==> config.mk <==
export PLATFORM = sky130hd
export DESIGN_NAME = iau_front
export DESIGN_NICKNAME = d
export VERILOG_FILES = /design/src/sv/iau_pkg.sv /design/src/sv/iau_front.sv
export SDC_FILE = /design/constraint.sdc
export NUM_CORES = 1
export LEC_CHECK = 0
export BUFFER_PORTS_ARGS = -buffer_cell sky130_fd_sc_hd__buf_4
export CORE_MARGIN = 5
export CORE_UTILIZATION = 25
export DETAILED_ROUTE_END_ITERATION = 8
export PLACE_DENSITY = 0.49
export SLEW_MARGIN = 20
export SYNTH_ARGS = -nofsm -noshare
export SYNTH_HDL_FRONTEND = slang
export SYNTH_SLANG_ARGS = --single-unit
==> constraint.sdc <==
create_clock -name vclk -period 5.7
set_input_delay 0.285 -clock vclk [all_inputs]
set_output_delay 0.285 -clock vclk [all_outputs]
set_load 0.01 [all_outputs]
==> src/sv/iau_pkg.sv <==
package iau_pkg;

  localparam int BW      = 32;           // bound width
  localparam int FB      = 16;           // fraction bits
  localparam int QW      = BW + FB;      // divider quotient / dividend width
  localparam int PW      = 2 * BW;       // full product width
  localparam int FW      = 2 * BW + FB + 1; // rounding datapath width
  localparam int LANES   = 4;
  localparam int QDEPTH  = 2;
  // accept edge to the edge that takes the result
  localparam int LATENCY = QW + 4;

  typedef logic signed [BW-1:0] bound_t;

  typedef enum logic [2:0] {
    OP_ADD = 3'd0,
    OP_SUB = 3'd1,
    OP_MUL = 3'd2,
    OP_DIV = 3'd3,
    OP_SQR = 3'd4,
    OP_FIX = 3'd5
  } op_t;

  typedef enum logic [1:0] {
    ST_OK      = 2'd0,
    ST_DIVZERO = 2'd1,
    ST_OUTSIDE = 2'd2,
    ST_SAT     = 2'd3
  } status_t;

  typedef enum logic [1:0] {
    K_DIRECT = 2'd0,
    K_MUL    = 2'd1,
    K_DIV    = 2'd2
  } kind_t;

  // a rounded, saturated bound
  typedef struct packed {
    logic   sat;
    bound_t val;
  } fin_t;

  // one classified item; lanes 0,1 round down, lanes 2,3 round up
  typedef struct packed {
    kind_t                  kind;
    logic                   sqz;
    bound_t                 zl;
    bound_t                 zu;
    status_t                st;
    bound_t [LANES-1:0]     a;
    bound_t [LANES-1:0]     b;
  } entry_t;

  function automatic logic [BW-1:0] mag(bound_t v);
    return v[BW-1] ? ({BW{1'b0}} - $unsigned(v)) : $unsigned(v);
  endfunction

endpackage

==> src/sv/iau_front.sv <==
module iau_front import iau_pkg::*; (
  input  logic         start,
  input  logic         full,
  input  logic [2:0]   op,
  input  bound_t       x_low,
  input  bound_t       x_high,
  input  bound_t       y_low,
  input  bound_t       y_high,
  output logic         busy,
  output logic         push,
  output entry_t       entry
);

  // exact add/sub with saturation
  function automatic fin_t sat_sum(bound_t a, bound_t b, logic sub);
    logic signed [BW:0] s;
    fin_t f;
    s = sub ? ({a[BW-1], a} - {b[BW-1], b}) : ({a[BW-1], a} + {b[BW-1], b});
    f.sat = s[BW] != s[BW-1];
    if (f.sat) begin
      f.val = s[BW] ? bound_t'({1'b1, {(BW-1){1'b0}}}) : bound_t'({1'b0, {(BW-1){1'b1}}});
    end else begin
      f.val = s[BW-1:0];
    end
    return f;
  endfunction

  fin_t   lo, hi;
  bound_t lo_a, lo_b, hi_a, hi_b, sm, lg;

  assign busy = full;
  assign push = start && !full;

  always_comb begin
    entry.kind = K_DIRECT;
    entry.sqz  = 1'b0;
    entry.zl   = '0;
    entry.zu   = '0;
    entry.st   = ST_OK;
    entry.a    = '0;
    entry.b    = '0;
    lo   = '0;
    hi   = '0;
    lo_a = '0;
    lo_b = '0;
    hi_a = '0;
    hi_b = '0;
    sm   = '0;
    lg   = '0;
    unique case (op)
      OP_ADD, OP_SUB: begin
        if (op == OP_ADD) begin
          lo = sat_sum(x_low, y_low, 1'b0);
          hi = sat_sum(x_high, y_high, 1'b0);
        end else begin
          lo = sat_sum(x_low, y_high, 1'b1);
          hi = sat_sum(x_high, y_low, 1'b1);
        end
        entry.zl = lo.val;
        entry.zu = hi.val;
        entry.st = (lo.sat || hi.sat) ? ST_SAT : ST_OK;
      end
      OP_MUL: begin
        entry.kind = K_MUL;
        if (x_low >= 0) begin
          lo_a = (y_low >= 0) ? x_low : x_high;   lo_b = y_low;
          hi_a = (y_high <= 0) ? x_low : x_high;  hi_b = y_high;
        end else if (x_high <= 0) begin
          lo_a = (y_high <= 0) ? x_high : x_low;  lo_b = y_high;
          hi_a = (y_low >= 0) ? x_high : x_low;   hi_b = y_low;
        end else if (y_low >= 0) begin
          lo_a = x_low;  lo_b = y_high;
          hi_a = x_high; hi_b = y_high;
        end else if (y_high <= 0) begin
          lo_a = x_high; lo_b = y_low;
          hi_a = x_low;  hi_b = y_low;
        end
        entry.a = {hi_a, hi_a, lo_a, lo_a};
        entry.b = {hi_b, hi_b, lo_b, lo_b};
        // both intervals straddle zero: four candidates
        if (x_low < 0 && x_high > 0 && y_low < 0 && y_high > 0) begin
          entry.a = {x_high, x_low, x_high, x_low};
          entry.b = {y_high, y_low, y_low, y_high};
        end
      end
      OP_DIV: begin
        if (y_low > 0 && y_high > 0) begin
          entry.kind = K_DIV;
          lo_a = x_low;  lo_b = (x_low >= 0) ? y_high : y_low;
          hi_a = x_high; hi_b = (x_high <= 0) ? y_high : y_low;
        end else if (y_low < 0 && y_high < 0) begin
          entry.kind = K_DIV;
          lo_a = x_high; lo_b = (x_high <= 0) ? y_low : y_high;
          hi_a = x_low;  hi_b = (x_low >= 0) ? y_low : y_high;
        end else begin
          entry.st = ST_DIVZERO;
        end
        entry.a = {hi_a, hi_a, lo_a, lo_a};
        entry.b = {hi_b, hi_b, lo_b, lo_b};
      end
      OP_SQR: begin
        entry.kind = K_MUL;
        sm = (mag(x_low) <= mag(x_high)) ? x_low : x_high;
        lg = (mag(x_low) <= mag(x_high)) ? x_high : x_low;
        entry.a   = {lg, lg, sm, sm};
        entry.b   = {lg, lg, sm, sm};
        entry.sqz = (x_low <= 0) && (x_high >= 0);
      end
      OP_FIX: begin
        if (x_low > y_low || y_low > x_high) begin
          entry.zl = x_low;
          entry.zu = x_high;
          entry.st = ST_OUTSIDE;
        end else begin
          entry.zl = y_low;
          entry.zu = y_low;
        end
      end
      default: ;
    endcase
  end

endmodule

==> key figures <==
Global route
  – First-pass GRT wire length: 190 mm
  – Gr usage total: 27.8%
  – Most Crowded Layer GR: met2
  – Grt total ovfl: 0
  – Initial antenna violation count: 9
  – M2 GR Usage: 40.8%
  – Met3 GRT Util: 7.21%
  – M1 GR Usage: 39.8%
  – Largest net degree at the start of global routing: 93
  – Vias in the first global route: 26.3k

Outcome
  – Violated checks: negative setup slack
  – Outcome: complete, but fails checks

Placed design
  – Hpwl dp: 105 mm
  – I/O Buffers: 460
  – RD Place Congestion: 1.00
  – Dpl ws: -0.556 ns

Critical path
  – Crit-path cells: buf_8, or2_1, or4_4, or2_1, or3_4, or2_4, nand2b_4, or4_4, or4_4, o31ai_4, xnor2_1, ha_1, nand4_1, or4_1, o211ai_1, a21oi_2, a21o_4, buf_12, o22ai_4, buf_12, buf_4, nor2_1, o21ai_2, buf_4
  – CP delay by family, top: simple AND/OR/NAND/NOR gates
  – Worst-path fanout max: 19
  – Startpoint Class: primary input
  – Critical path buffer and inverter count: 5
  – Most numerous cell on the critical path: or4_4
  – Critical-path top delay cell: or4_1
  – CP Class: in -> out
  – CP endpoint kind: primary output
  – Critical Path AT: 5.67 ns
  – Req. time, crit path: 5.41 ns
  – CP max stage delay: 0.52 ns

Timing
  – Max_slew headroom: 26.0%
  – Max Fclk: 0.168 GHz
  – Final worst slack: -0.256 ns
  – Crit path time final: 5.96 ns
  – Actual slew at the worst max-slew pin: 1.11 ns
  – RSZ-0062 raised after global routing: yes
  – Final hold viol count: 0
  – Final setup viols: 254
  – Tcrit/Tclk final: 104%
  – Slew Limit Fails: 0
  – Final setup TNS: -40.55 ns

Yosys
  – Post-Synth Adder-Cell Area: 12.0%
  – Synth Area in Compound Gates: 43.2%
  – Synthesis Warnings: 0
  – Synth cell count leaders: 378 x nor2_1, 358 x a21oi_1, 353 x o21ai_0
  – Synth area leaders: ha_1 12%, a21oi_1 8.5%, o21ai_0 8.4%
  – Simple-gate share of the synthesized area: 20.6%
  – Syn nets: 3716
  – Mean Syn Cell Area: 6.22 um2
  – Fraction of the yosys area taken by sequential cells: 0%
  – Area leader, netlist: ha_1
  – Multiplexer share of the synthesized area: 8.48%
  – Largest family of logic cells by synthesized area: compound AO/OA/AOI/OAI gates
  – Most frequent cell after synthesis: nor2_1
  – Synth top area share: 11.5%
  – Count of unique library cells instantiated by Yosys: 85
  – Synthesized instance count: 3385
  – Post-Synth XOR/XNOR Area: 6.90%
  – Cell Area, Synth: 21100 um2

Route
  – Pre-antenna DRT Iters: 6
  – DRT antenna net count: 0
  – Drc violations: 0
  – DR WL/cell: 28.6 um
  – Detailed Route Iter0 Violations: 3426
  – Via count: 29.2k
  – Vias per cell: 6.09
  – Routed WL: 137 mm

Layout
  – Layout area overhead: 29.5%
  – Seq cells: 0
  – FF+latch area: 0 um2
  – Layout cells sized above 1: 23.2%
  – Nets: 4045
  – CLK BUF: 0

Die
  – Num ports: 460
  – Site row count: 106
  – Horiz. Die Dim: 300 um
  – Total die area: 90100 um2
  – Initial core utilization: 25.2%
  – DIE HEIGHT: 300 um
  – Core Box Area: 83600 um2

Pwr
  – Seq pwr share: 0%
  – Comb pwr share: 100.0%
  – Switching Fraction: 60.2%
  – P_int: 0.00144 W
  – Peak supply drop: 84.5 uV
  – Cell Pwr Density: 133 nW/um2
  – Switching power total: 0.00218 W
  – Clock share of power: 0%
  – Leak: 12.0 nW

Job
  – Maxcap violations: 0

Clock network
  – Hold-fix buffers, CTS: 0

Min path
  – Hold WC Path Type: in -> out
==> cells in the final DEF (no fill, tap or decap), types with 12 or more instances in the layout <==
master,Yosys,routed
a21oi_1,358,355
or2_2,14,14
o31ai_1,34,33
a211oi_1,22,22
a22oi_1,100,78
or4_1,18,16
nor3_1,46,46
a21o_1,71,70
buf_4,1,584
o211ai_1,97,97
nand2_2,0,19
buf_6,4,53
a31oi_1,23,23
nand3_1,40,34
o21bai_1,20,20
xnor2_1,109,109
nand2b_1,31,28
mux2i_1,156,154
mux2_2,20,20
inv_1,134,134
o32ai_1,12,12
o21ai_1,50,105
nand2_1,244,225
xor2_1,57,57
nor2_1,378,377
nand4_1,32,32
ha_1,194,194
o21ai_0,353,247
nor4_1,32,31
nor2b_1,27,26
o21ai_2,1,49
buf_12,0,12
o22a_1,60,60
o21a_1,25,25
o221ai_1,24,24
o22ai_1,72,66
o211a_1,14,13
a22oi_2,0,22
or3_1,21,19
==> path summary, 6_finish.rpt <==
check	endpoint	start	slack [ns]	depth (start not counted)
max	entry[215]	x_low[1]	-0.26	24
min	busy	full	0.76	2
==> kinds of logic (layout without fill, tap and decap cells) <==
| family | count (synthesis) | in the layout |
|---|---|---|
| AOI/OAI and AO/OA | 1429 | 1430 |
| xor gates and xnor gates | 166 | 166 |
| adders and majority gates | 199 | 199 |
| buffers and inverters | 471 | 797 |
| muxes | 176 | 176 |
| other | 0 | 7 |
| and+or+nand+nor | 944 | 944 |
==> per-stage QoR <==
step	power, W	std cells	cell area (um2)	util, %	hold slack, ns
after detailed placement	0.00331	4757	26000	31.2	0.760
after CTS	0.00345	4781	26600	31.9	0.760
after global routing	0.00382	4796	27300	32.6	0.772
after floorplan	0.00198	3385	21100	-	0.616
final	0.00362	4799	27300	32.6	0.758
after global placement	0.00332	4757	26000	31.1	0.757
==> power groups by stage <==
stage,clock (W),combinational (W),sequential (W)
2_1_floorplan,0,0.00198,0
6_report,0.000000000158,0.00362,0
3_3_place_gp,0,0.00332,0
5_1_grt,0.0000000000941,0.00382,0
3_5_place_dp,0,0.00331,0
4_1_cts,0,0.00345,0
==> timing repair <==
action                     CTS  global route
gates resized for setup    110           168
setup buffers               17             4
setup endpoints to repair  255           256
pin swaps                    3             5
gates cloned                 7             8
==> metal layers <==
layer	wire, um	vias up
met5	34	-
met1	60200	14100
met2	56000	1656
li1	-	13200
met4	5350	6
met3	15700	255
==> layout make-up <==
type / instances / area [um2]
Fill cell: 9333 / 56300
Timing Repair Buffer: 663 / 5590
Multi-Input combinational cell: 2915 / 19800
Inverter: 134 / 503
Tap cell: 1080 / 1350
Antenna cell: 7 / 17.5
(Power assumes the default switching activity.)
