File: src/sv/iau_pkg.sv
package iau_pkg;

  localparam int BW      = 32;           // bound width
  localparam int FB      = 16;           // fraction bits
  localparam int QW      = BW + FB;      // divider quotient / dividend width
  localparam int PW      = 2 * BW;       // full product width
  localparam int FW      = 2 * BW + FB + 1; // rounding datapath width
  localparam int LANES   = 4;
  localparam int QDEPTH  = 2;
  // accept edge to the edge that takes the result
  localparam int LATENCY = QW + 4;

  typedef logic signed [BW-1:0] bound_t;

  typedef enum logic [2:0] {
    OP_ADD = 3'd0,
    OP_SUB = 3'd1,
    OP_MUL = 3'd2,
    OP_DIV = 3'd3,
    OP_SQR = 3'd4,
    OP_FIX = 3'd5
  } op_t;

  typedef enum logic [1:0] {
    ST_OK      = 2'd0,
    ST_DIVZERO = 2'd1,
    ST_OUTSIDE = 2'd2,
    ST_SAT     = 2'd3
  } status_t;

  typedef enum logic [1:0] {
    K_DIRECT = 2'd0,
    K_MUL    = 2'd1,
    K_DIV    = 2'd2
  } kind_t;

  // a rounded, saturated bound
  typedef struct packed {
    logic   sat;
    bound_t val;
  } fin_t;

  // one classified item; lanes 0,1 round down, lanes 2,3 round up
  typedef struct packed {
    kind_t                  kind;
    logic                   sqz;
    bound_t                 zl;
    bound_t                 zu;
    status_t                st;
    bound_t [LANES-1:0]     a;
    bound_t [LANES-1:0]     b;
  } entry_t;

  function automatic logic [BW-1:0] mag(bound_t v);
    return v[BW-1] ? ({BW{1'b0}} - $unsigned(v)) : $unsigned(v);
  endfunction

endpackage

File: src/sv/iau_queue.sv
module iau_queue import iau_pkg::*; (
  input  logic    clk,
  input  logic    rst,
  input  logic    push,
  input  entry_t  din,
  output logic    full,
  output logic    head_valid,
  output entry_t  head
);

  localparam int AW = $clog2(QDEPTH);

  entry_t          mem [QDEPTH];
  logic [AW-1:0]   wr_ptr, rd_ptr;
  logic [AW:0]     count, count_next;

  // back end never stalls: the head leaves whenever it is valid
  assign head_valid = count != '0;
  assign head       = mem[rd_ptr];
  assign full       = count == (AW+1)'(QDEPTH);
  assign count_next = count + (AW+1)'(push) - (AW+1)'(head_valid);

  always_ff @(posedge clk) begin
    if (push) begin
      mem[wr_ptr] <= din;
    end
  end

  always_ff @(posedge clk) begin
    if (rst) begin
      wr_ptr <= '0;
      rd_ptr <= '0;
      count  <= '0;
    end else begin
      if (push) begin
        wr_ptr <= (wr_ptr == AW'(QDEPTH - 1)) ? '0 : wr_ptr + 1'b1;
      end
      if (head_valid) begin
        rd_ptr <= (rd_ptr == AW'(QDEPTH - 1)) ? '0 : rd_ptr + 1'b1;
      end
      count <= count_next;
    end
  end

endmodule

File: config.mk
export PLATFORM = sky130hd
export DESIGN_NAME = iau_queue
export DESIGN_NICKNAME = d
export VERILOG_FILES = /design/src/sv/iau_pkg.sv /design/src/sv/iau_queue.sv
export SDC_FILE = /design/constraint.sdc
export NUM_CORES = 1
export LEC_CHECK = 0
export ABC_AREA = 1
export BUFFER_PORTS_ARGS = -buffer_cell sky130_fd_sc_hd__buf_2
export CORE_AREA = 10 10 296 298
export CTS_CLUSTER_DIAMETER = 100
export CTS_CLUSTER_SIZE = 25
export DETAILED_ROUTE_END_ITERATION = 10
export DIE_AREA = 0 0 306 308
export SLEW_MARGIN = 20
export SYNTH_ARGS = -nofsm -noshare
export SYNTH_HDL_FRONTEND = slang
export SYNTH_SLANG_ARGS = --single-unit
File: constraint.sdc
create_clock -name clk -period 40.8 [get_ports clk]
set_input_delay 0 -clock clk [delete_from_list [all_inputs] [get_ports clk]]
set_output_delay 0 -clock clk [all_outputs]
set_load 0.05 [all_outputs]
==> reports/results.tsv, run 1 <==
stage	metric	value	unit
synth	syn-cell-area	0.0242	sq mm
detailed_routing	drtPass1Iterations	5	
setup_path	rrSetupSlack	37370	ps
detailed_routing	routed_wirelength	61700	um
synth	synth_cell_type_count	15	
synth	synthCells	1727	
clocking	post_cts_resized	0	
detailed_routing	avgViaCountPerCell	4.14	
synth	synth_seq_cells	655	
floorplan	dieArea	0.0942	sq mm
setup_path	worstPathArrival	4480	ps
sta	fin_ws	36320	ps
global_routing	grt_pass1_vias	15900	
sta	tns	0	ps
final_layout	regArea	0.0196	sq mm
detailed_routing	wl_per_cell	16.4	um
power	ir_worst_vdd	0.0357	mV
worst_hold_path	hp-class	in2reg	
sta	fmax	0.223	GHz
clocking	root_buffer	clkbuf_16	
place	portBuffers	654	
final_layout	area_growth	35.0	%
global_routing	overflow	0	
sta	rsz0062_at_grt	no	
clocking	cts_sinks	655	
setup_path	crit_type	reg2out	
setup_path	cp_num_buf_inv	4	
power	power.density	42.3	mW/mm^2
setup_path	crit_required	40800	ps
clocking	clk_pin_slew	100	ps
status	status	completed	
sta	slew_headroom	0.302	
synth	yosysWarnings	0	
setup_path	cp_cell_sequence	buf_4, buf_4, buf_4, o21ai_0, buf_2	
final_layout	finalInstanceArea	0.0327	sq mm
global_routing	grt_util_all_layers	0.123	
power	power.leakage	13.2	nW
synth	synthTopCellsByArea	edfxtp_1 (81%), o21ai_0 (6.3%), inv_1 (5.1%), nand2_1 (5.1%), buf_4 (0.93%)	
floorplan	fp.dieH	308	um
clocking	htree_levels	1	
global_routing	grt_start_max_net_pins	121	
setup_path	crit_slowest_cell	buf_4	
synth	syn_area_per_cell	14.0	sq um
synth	ys_seq_area_frac	0.809	
sta	skew	24.7	ps
place	dpl_worst_slack	36930	ps
sta	min_period_over_period	0.110	
final_layout	nets	3014	
final_layout	multi_input_comb_area	0.00293	sq mm
detailed_routing	drt_iter0_markers	1052	
worst_hold_path	hold_start	din[125]	
setup_path	crit_top_cell	buf_4	
sta	report.final.slew_viol_count	0	
global_routing	grt_antenna_before_repair	5	
place	dp_hpwl	42600	um
synth	syn_nets	2056	
clocking	clockBufferDepth	3	
place	routabilityCongestion	0.802	
detailed_routing	drc	0	
clocking	insertion_delay	610	ps
floorplan	pin_count	655	
setup_path	cp_max_fo	111	
job	cap_violations	0	
sta	setup_viol	0	
floorplan	initial_utilization	0.297	
setup_path	cp_top_family	buffers and inverters	
clocking	cts_buffers	31	
synth	synth_top_area_frac	0.805	
sta	finalHoldViolations	0	
setup_path	worstSetupStartpointType	register	
synth	synth_top_cell_by_area	edfxtp_1	
place	place_area	0.0285	sq mm
floorplan	core_area	0.0816	sq mm
floorplan	die_w	306	um
detailed_routing	dr_total_vias	15600	
setup_path	worst_path_largest_cell_delay	810	ps
global_routing	grt_pass1_wl	92500	um
sta	hold_ws	92.0	ps
floorplan	fp-row-count	105	
final_layout	drive_gt1_frac	0.261	
detailed_routing	drtAntennaViolNets	0	
final_layout	nFillCells	7609	
sta	min_period	4480	ps
setup_path	reg2reg_from	wr_ptr$_SDFFE_PP0P_	
setup_path	critPathCaptureType	primary output	
sta	worst_pin_slew	1050	ps
clocking	cts_tree	yes	
==> cell families after synthesis <==
family / synth area share
adders and majority gates: 0.000516
buffers and inverters: 0.0698
and+or+nand+nor: 0.0529
AOI/OAI and AO/OA: 0.0673
DFF: 0.809
==> routing by layer <==
layer | track usage | part of all wire | wire length, um
met1 | 0.143 | 0.39 | 24100
met2 | 0.220 | 0.50 | 30800
met3 | 0.0375 | 0.088 | 5440
met4 | 0.0319 | 0.023 | 1410
met5 | 0 | 0 | 0
==> report_power, final <==
group	internal, mW	total [mW]	switching, mW
Clock	0.143	0.341	0.198
Combinational	0.0652	0.256	0.190
Sequential	0.779	0.788	0.00869
==> cell type report <==
cell class	instances	area share
clock inverters	2	0.00184
clock buffers	43	0.0251
flip-flops and latches	655	0.600
repair buffers	997	0.204
diodes	4	0.000306
well taps	1070	0.0409
multi-input cells	668	0.0897
inverters	332	0.0383
==> state kept, by name, summed over array words and instances, names as in the netlist, named ones only <==
signal	cells
rd_ptr	1
mem	650
wr_ptr	1
count	2
==> per-stage QoR <==
step	total power, mW	util	cells
floorplan	0.975	-	1727
global placement	1.03	0.350	3394
detailed placement	1.03	0.350	3394
CTS	1.40	0.401	3767
global route	1.44	0.401	3771
finish	1.38	0.401	3771
==> worst reg2reg max path: stages, from the launching register on <==
cell     delay, ps
dfxtp_1        410
nand2_1        160
inv_8          610
buf_4          940
buf_4          910
==> worst paths after layout <==
path | endpoint | cells after the start
worst max-delay path | head[80] | 5
worst max register to register | mem[1][232]$_DFFE_PP_ | 4
worst min-delay path | mem[1][125]$_DFFE_PP_ | 2
worst min register to register | rd_ptr$_SDFFE_PP0P_ | 3
==> synth_stat cells <==
cell type,instances
nand3_1,1
edfxtp_1,650
nor3_1,1
nand2_1,329
clkbuf_1,12
buf_6,4
buf_4,30
inv_1,332
nor2_1,10
a21oi_1,1
ha_1,1
o21ai_1,21
o21ai_0,304
dfxtp_1,5
buf_2,26
==> layout by cell type, fill, tap and decap left out <==
cell | synthesis | layout
a21oi_1 | 1 | 1
buf_2 | 26 | 654
buf_4 | 30 | 15
clkbuf_1 | 12 | 12
clkbuf_16 | 0 | 31
clkinv_16 | 0 | 2
dfxtp_1 | 5 | 4
dfxtp_4 | 0 | 1
diode_2 | 0 | 4
dlygate4sd3_1 | 0 | 328
edfxtp_1 | 650 | 650
ha_1 | 1 | 1
inv_1 | 332 | 331
inv_8 | 0 | 1
nand2_1 | 329 | 329
nand3_1 | 1 | 1
nor2_1 | 10 | 9
nor2_4 | 0 | 1
nor3_1 | 1 | 1
o21ai_0 | 304 | 304
o21ai_1 | 21 | 21
==> timing repair <==
item | in CTS | in global routing
setup buffers | 0 | 0
hold endpoints to repair | 655 | 0
endpoints found under the setup margin | 0 | 0
hold buffers | 328 | 0
Note: power is estimated with default switching activity, not from simulation.
==> run 2: changes to the inputs <==
==> constraint.sdc (replaced) <==
create_clock -name clk -period 3.7 [get_ports clk]
set_input_delay 0 -clock clk [delete_from_list [all_inputs] [get_ports clk]]
set_output_delay 0 -clock clk [all_outputs]
set_load 0.05 [all_outputs]
==> reports/results.tsv, run 2 (synthesized netlist as in run 1, its figures left out) <==
stage	metric	value	unit	change
status	status	completed		
clocking	clk_pin_slew	100	ps	about the same
setup_path	critPathCaptureType	primary output		
global_routing	grt_antenna_before_repair	9		+4
sta	report.final.slew_viol_count	0		unchanged
clocking	cts_sinks	655		unchanged
setup_path	rrSetupSlack	1740	ps	-35630 ps
detailed_routing	routed_wirelength	64200	um	+4.0%
clocking	clockBufferDepth	3		unchanged
final_layout	area_growth	37.1	%	
setup_path	endpoint	head[138]		
sta	fin_ws	1000	ps	-35320 ps
sta	skew	32.7	ps	+8.00 ps
clocking	htree_levels	2		+1
place	dp_hpwl	45800	um	+7.5%
setup_path	worstPathArrival	2700	ps	-1780 ps
setup_path	cp_max_fo	81		-27%
clocking	postCtsSetupBuffers	0		unchanged
floorplan	fp-row-count	105		unchanged
detailed_routing	drt_iter0_markers	994		-5.5%
setup_path	crit_type	reg2out		
sta	slew_headroom	0.340		+0.0388
sta	min_period_over_period	0.730		
power	ir_worst_vdd	0.375	mV	+950%
final_layout	largest_reg_flops	650		unchanged
global_routing	grt_start_max_net_pins	124		+2.5%
detailed_routing	drc	0		unchanged
final_layout	mostFrequentLayoutCells	buf_2 (654), edfxtp_1 (650), inv_1 (331)		
detailed_routing	avgViaCountPerCell	4.13		-0.23%
setup_path	worstSetupStartpointType	register		
sta	finalHoldViolations	0		unchanged
sta	hold_ws	149	ps	+57.2 ps
final_layout	post-route-util	0.407		+0.00627
floorplan	dieArea	0.0942	sq mm	unchanged
detailed_routing	drtPass1Iterations	6		+1
floorplan	core_area	0.0816	sq mm	unchanged
setup_path	reg2reg_from	wr_ptr$_SDFFE_PP0P_		
sta	fmax	0.370	GHz	
clocking	cts_tree	yes		
final_layout	largest-register	mem		
detailed_routing	dr_total_vias	15700		+0.69%
global_routing	grt_util_all_layers	0.130		+0.00702
sta	rsz0062_at_grt	no		
job	cap_violations	0		unchanged
setup_path	r2r_cells	4		unchanged
place	routabilityCongestion	0.824		+2.6%
place	portBuffers	654		unchanged
global_routing	overflow	0		unchanged
floorplan	fp.dieH	308	um	unchanged
floorplan	initial_utilization	0.297		unchanged
global_routing	grt_pass1_vias	16100		+1.3%
sta	min_period	2700	ps	
power	power.density	473	mW/mm^2	+1000%
sta	setup_viol	0		unchanged
setup_path	crit_required	3700	ps	-37100 ps
place	dpl_worst_slack	1550	ps	-35390 ps
clocking	root_buffer	clkbuf_16		
worst_hold_path	hp-class	in2reg		
floorplan	pin_count	655		unchanged
final_layout	nets	3047		+1.1%
sta	worst_pin_slew	990	ps	-58.2 ps
detailed_routing	wl_per_cell	16.9	um	+3.1%
detailed_routing	drtAntennaViolNets	0		unchanged
global_routing	grt_pass1_wl	96400	um	+4.2%
final_layout	reg_top3	mem x650, count x2		
clocking	cts_buffers	34		+9.7%
final_layout	drive_gt1_frac	0.273		+0.0119
final_layout	final_common_cell	buf_2		
floorplan	die_w	306	um	unchanged
clocking	insertion_delay	570	ps	-40 ps
power	power.leakage	13.5	nW	+2.0%
setup_path	r2r-end	mem[1][119]$_DFFE_PP_		
-- run 2: per-layer routing --
| layer | up-vias | track usage | share of wire | wire, um |
|---|---|---|---|---|
| met4 | 4 | 0.0298 | 0.018 | 1150 |
| met3 | 61 | 0.0420 | 0.080 | 5150 |
| met1 | 7356 | 0.150 | 0.39 | 25000 |
| met2 | 519 | 0.234 | 0.51 | 32900 |
| li1 | 7793 | - | - | - |
| met5 | - | 0 | 0.00037 | 24 |
-- run 2: how the worst min path moves through the flow --
stage	from	endpoint	slack [ps]	cells after the start
2_1_floorplan	rst	count[0]$_SDFF_PP0_	70	1
3_3_place_gp	din[49]	mem[0][49]$_DFFE_PP_	190	1
3_5_place_dp	din[218]	mem[1][218]$_DFFE_PP_	190	1
4_1_cts	din[50]	mem[0][50]$_DFFE_PP_	100	2
5_1_grt	din[83]	mem[1][83]$_DFFE_PP_	120	2
6_report	din[265]	mem[0][265]$_DFFE_PP_	150	2
-- run 2: final cells by class --
cell class | count | area [sq um]
antenna | 6 | 15.0
clock buffer | 43 | 948
clock inverter | 5 | 76.3
fill | 7556 | 48400
inverter | 332 | 1250
multi-input combinational | 668 | 2940
sequential | 655 | 19600
tap | 1070 | 1340
timing repair buffer | 1027 | 7030
-- run 2: metrics by stage --
step	std cells	setup TNS [ps]	power, mW	area, sq um
global route	3804	0	16.4	33200
CTS	3800	0	15.9	33200
detailed placement	3424	0	11.5	28900
global placement	3424	0	11.4	28900
finish	3806	0	15.7	33200
floorplan	1727	-1237190	10.7	24300
-- run 2: power breakdown --
part,internal (mW),total [mW],switching [mW]
Sequential,8.58,8.69,0.103
Combinational,0.764,2.88,2.12
Clock,1.87,4.15,2.29
Total,11.2,15.7,4.51
-- run 2: repair_timing --
action / 4_1_cts / 5_1_grt
endpoints found under the setup margin: 0 / 0
gates resized for setup: 0 / 0
hold buffers: 328 / 0
hold endpoints to repair: 662 / 0
-- run 2: worst max-delay path: stages, from the launching register on --
cell	delay [ps]
dfxtp_4	1000
buf_12	310
buf_4	290
nand2_1	70
o21ai_0	80
buf_2	300
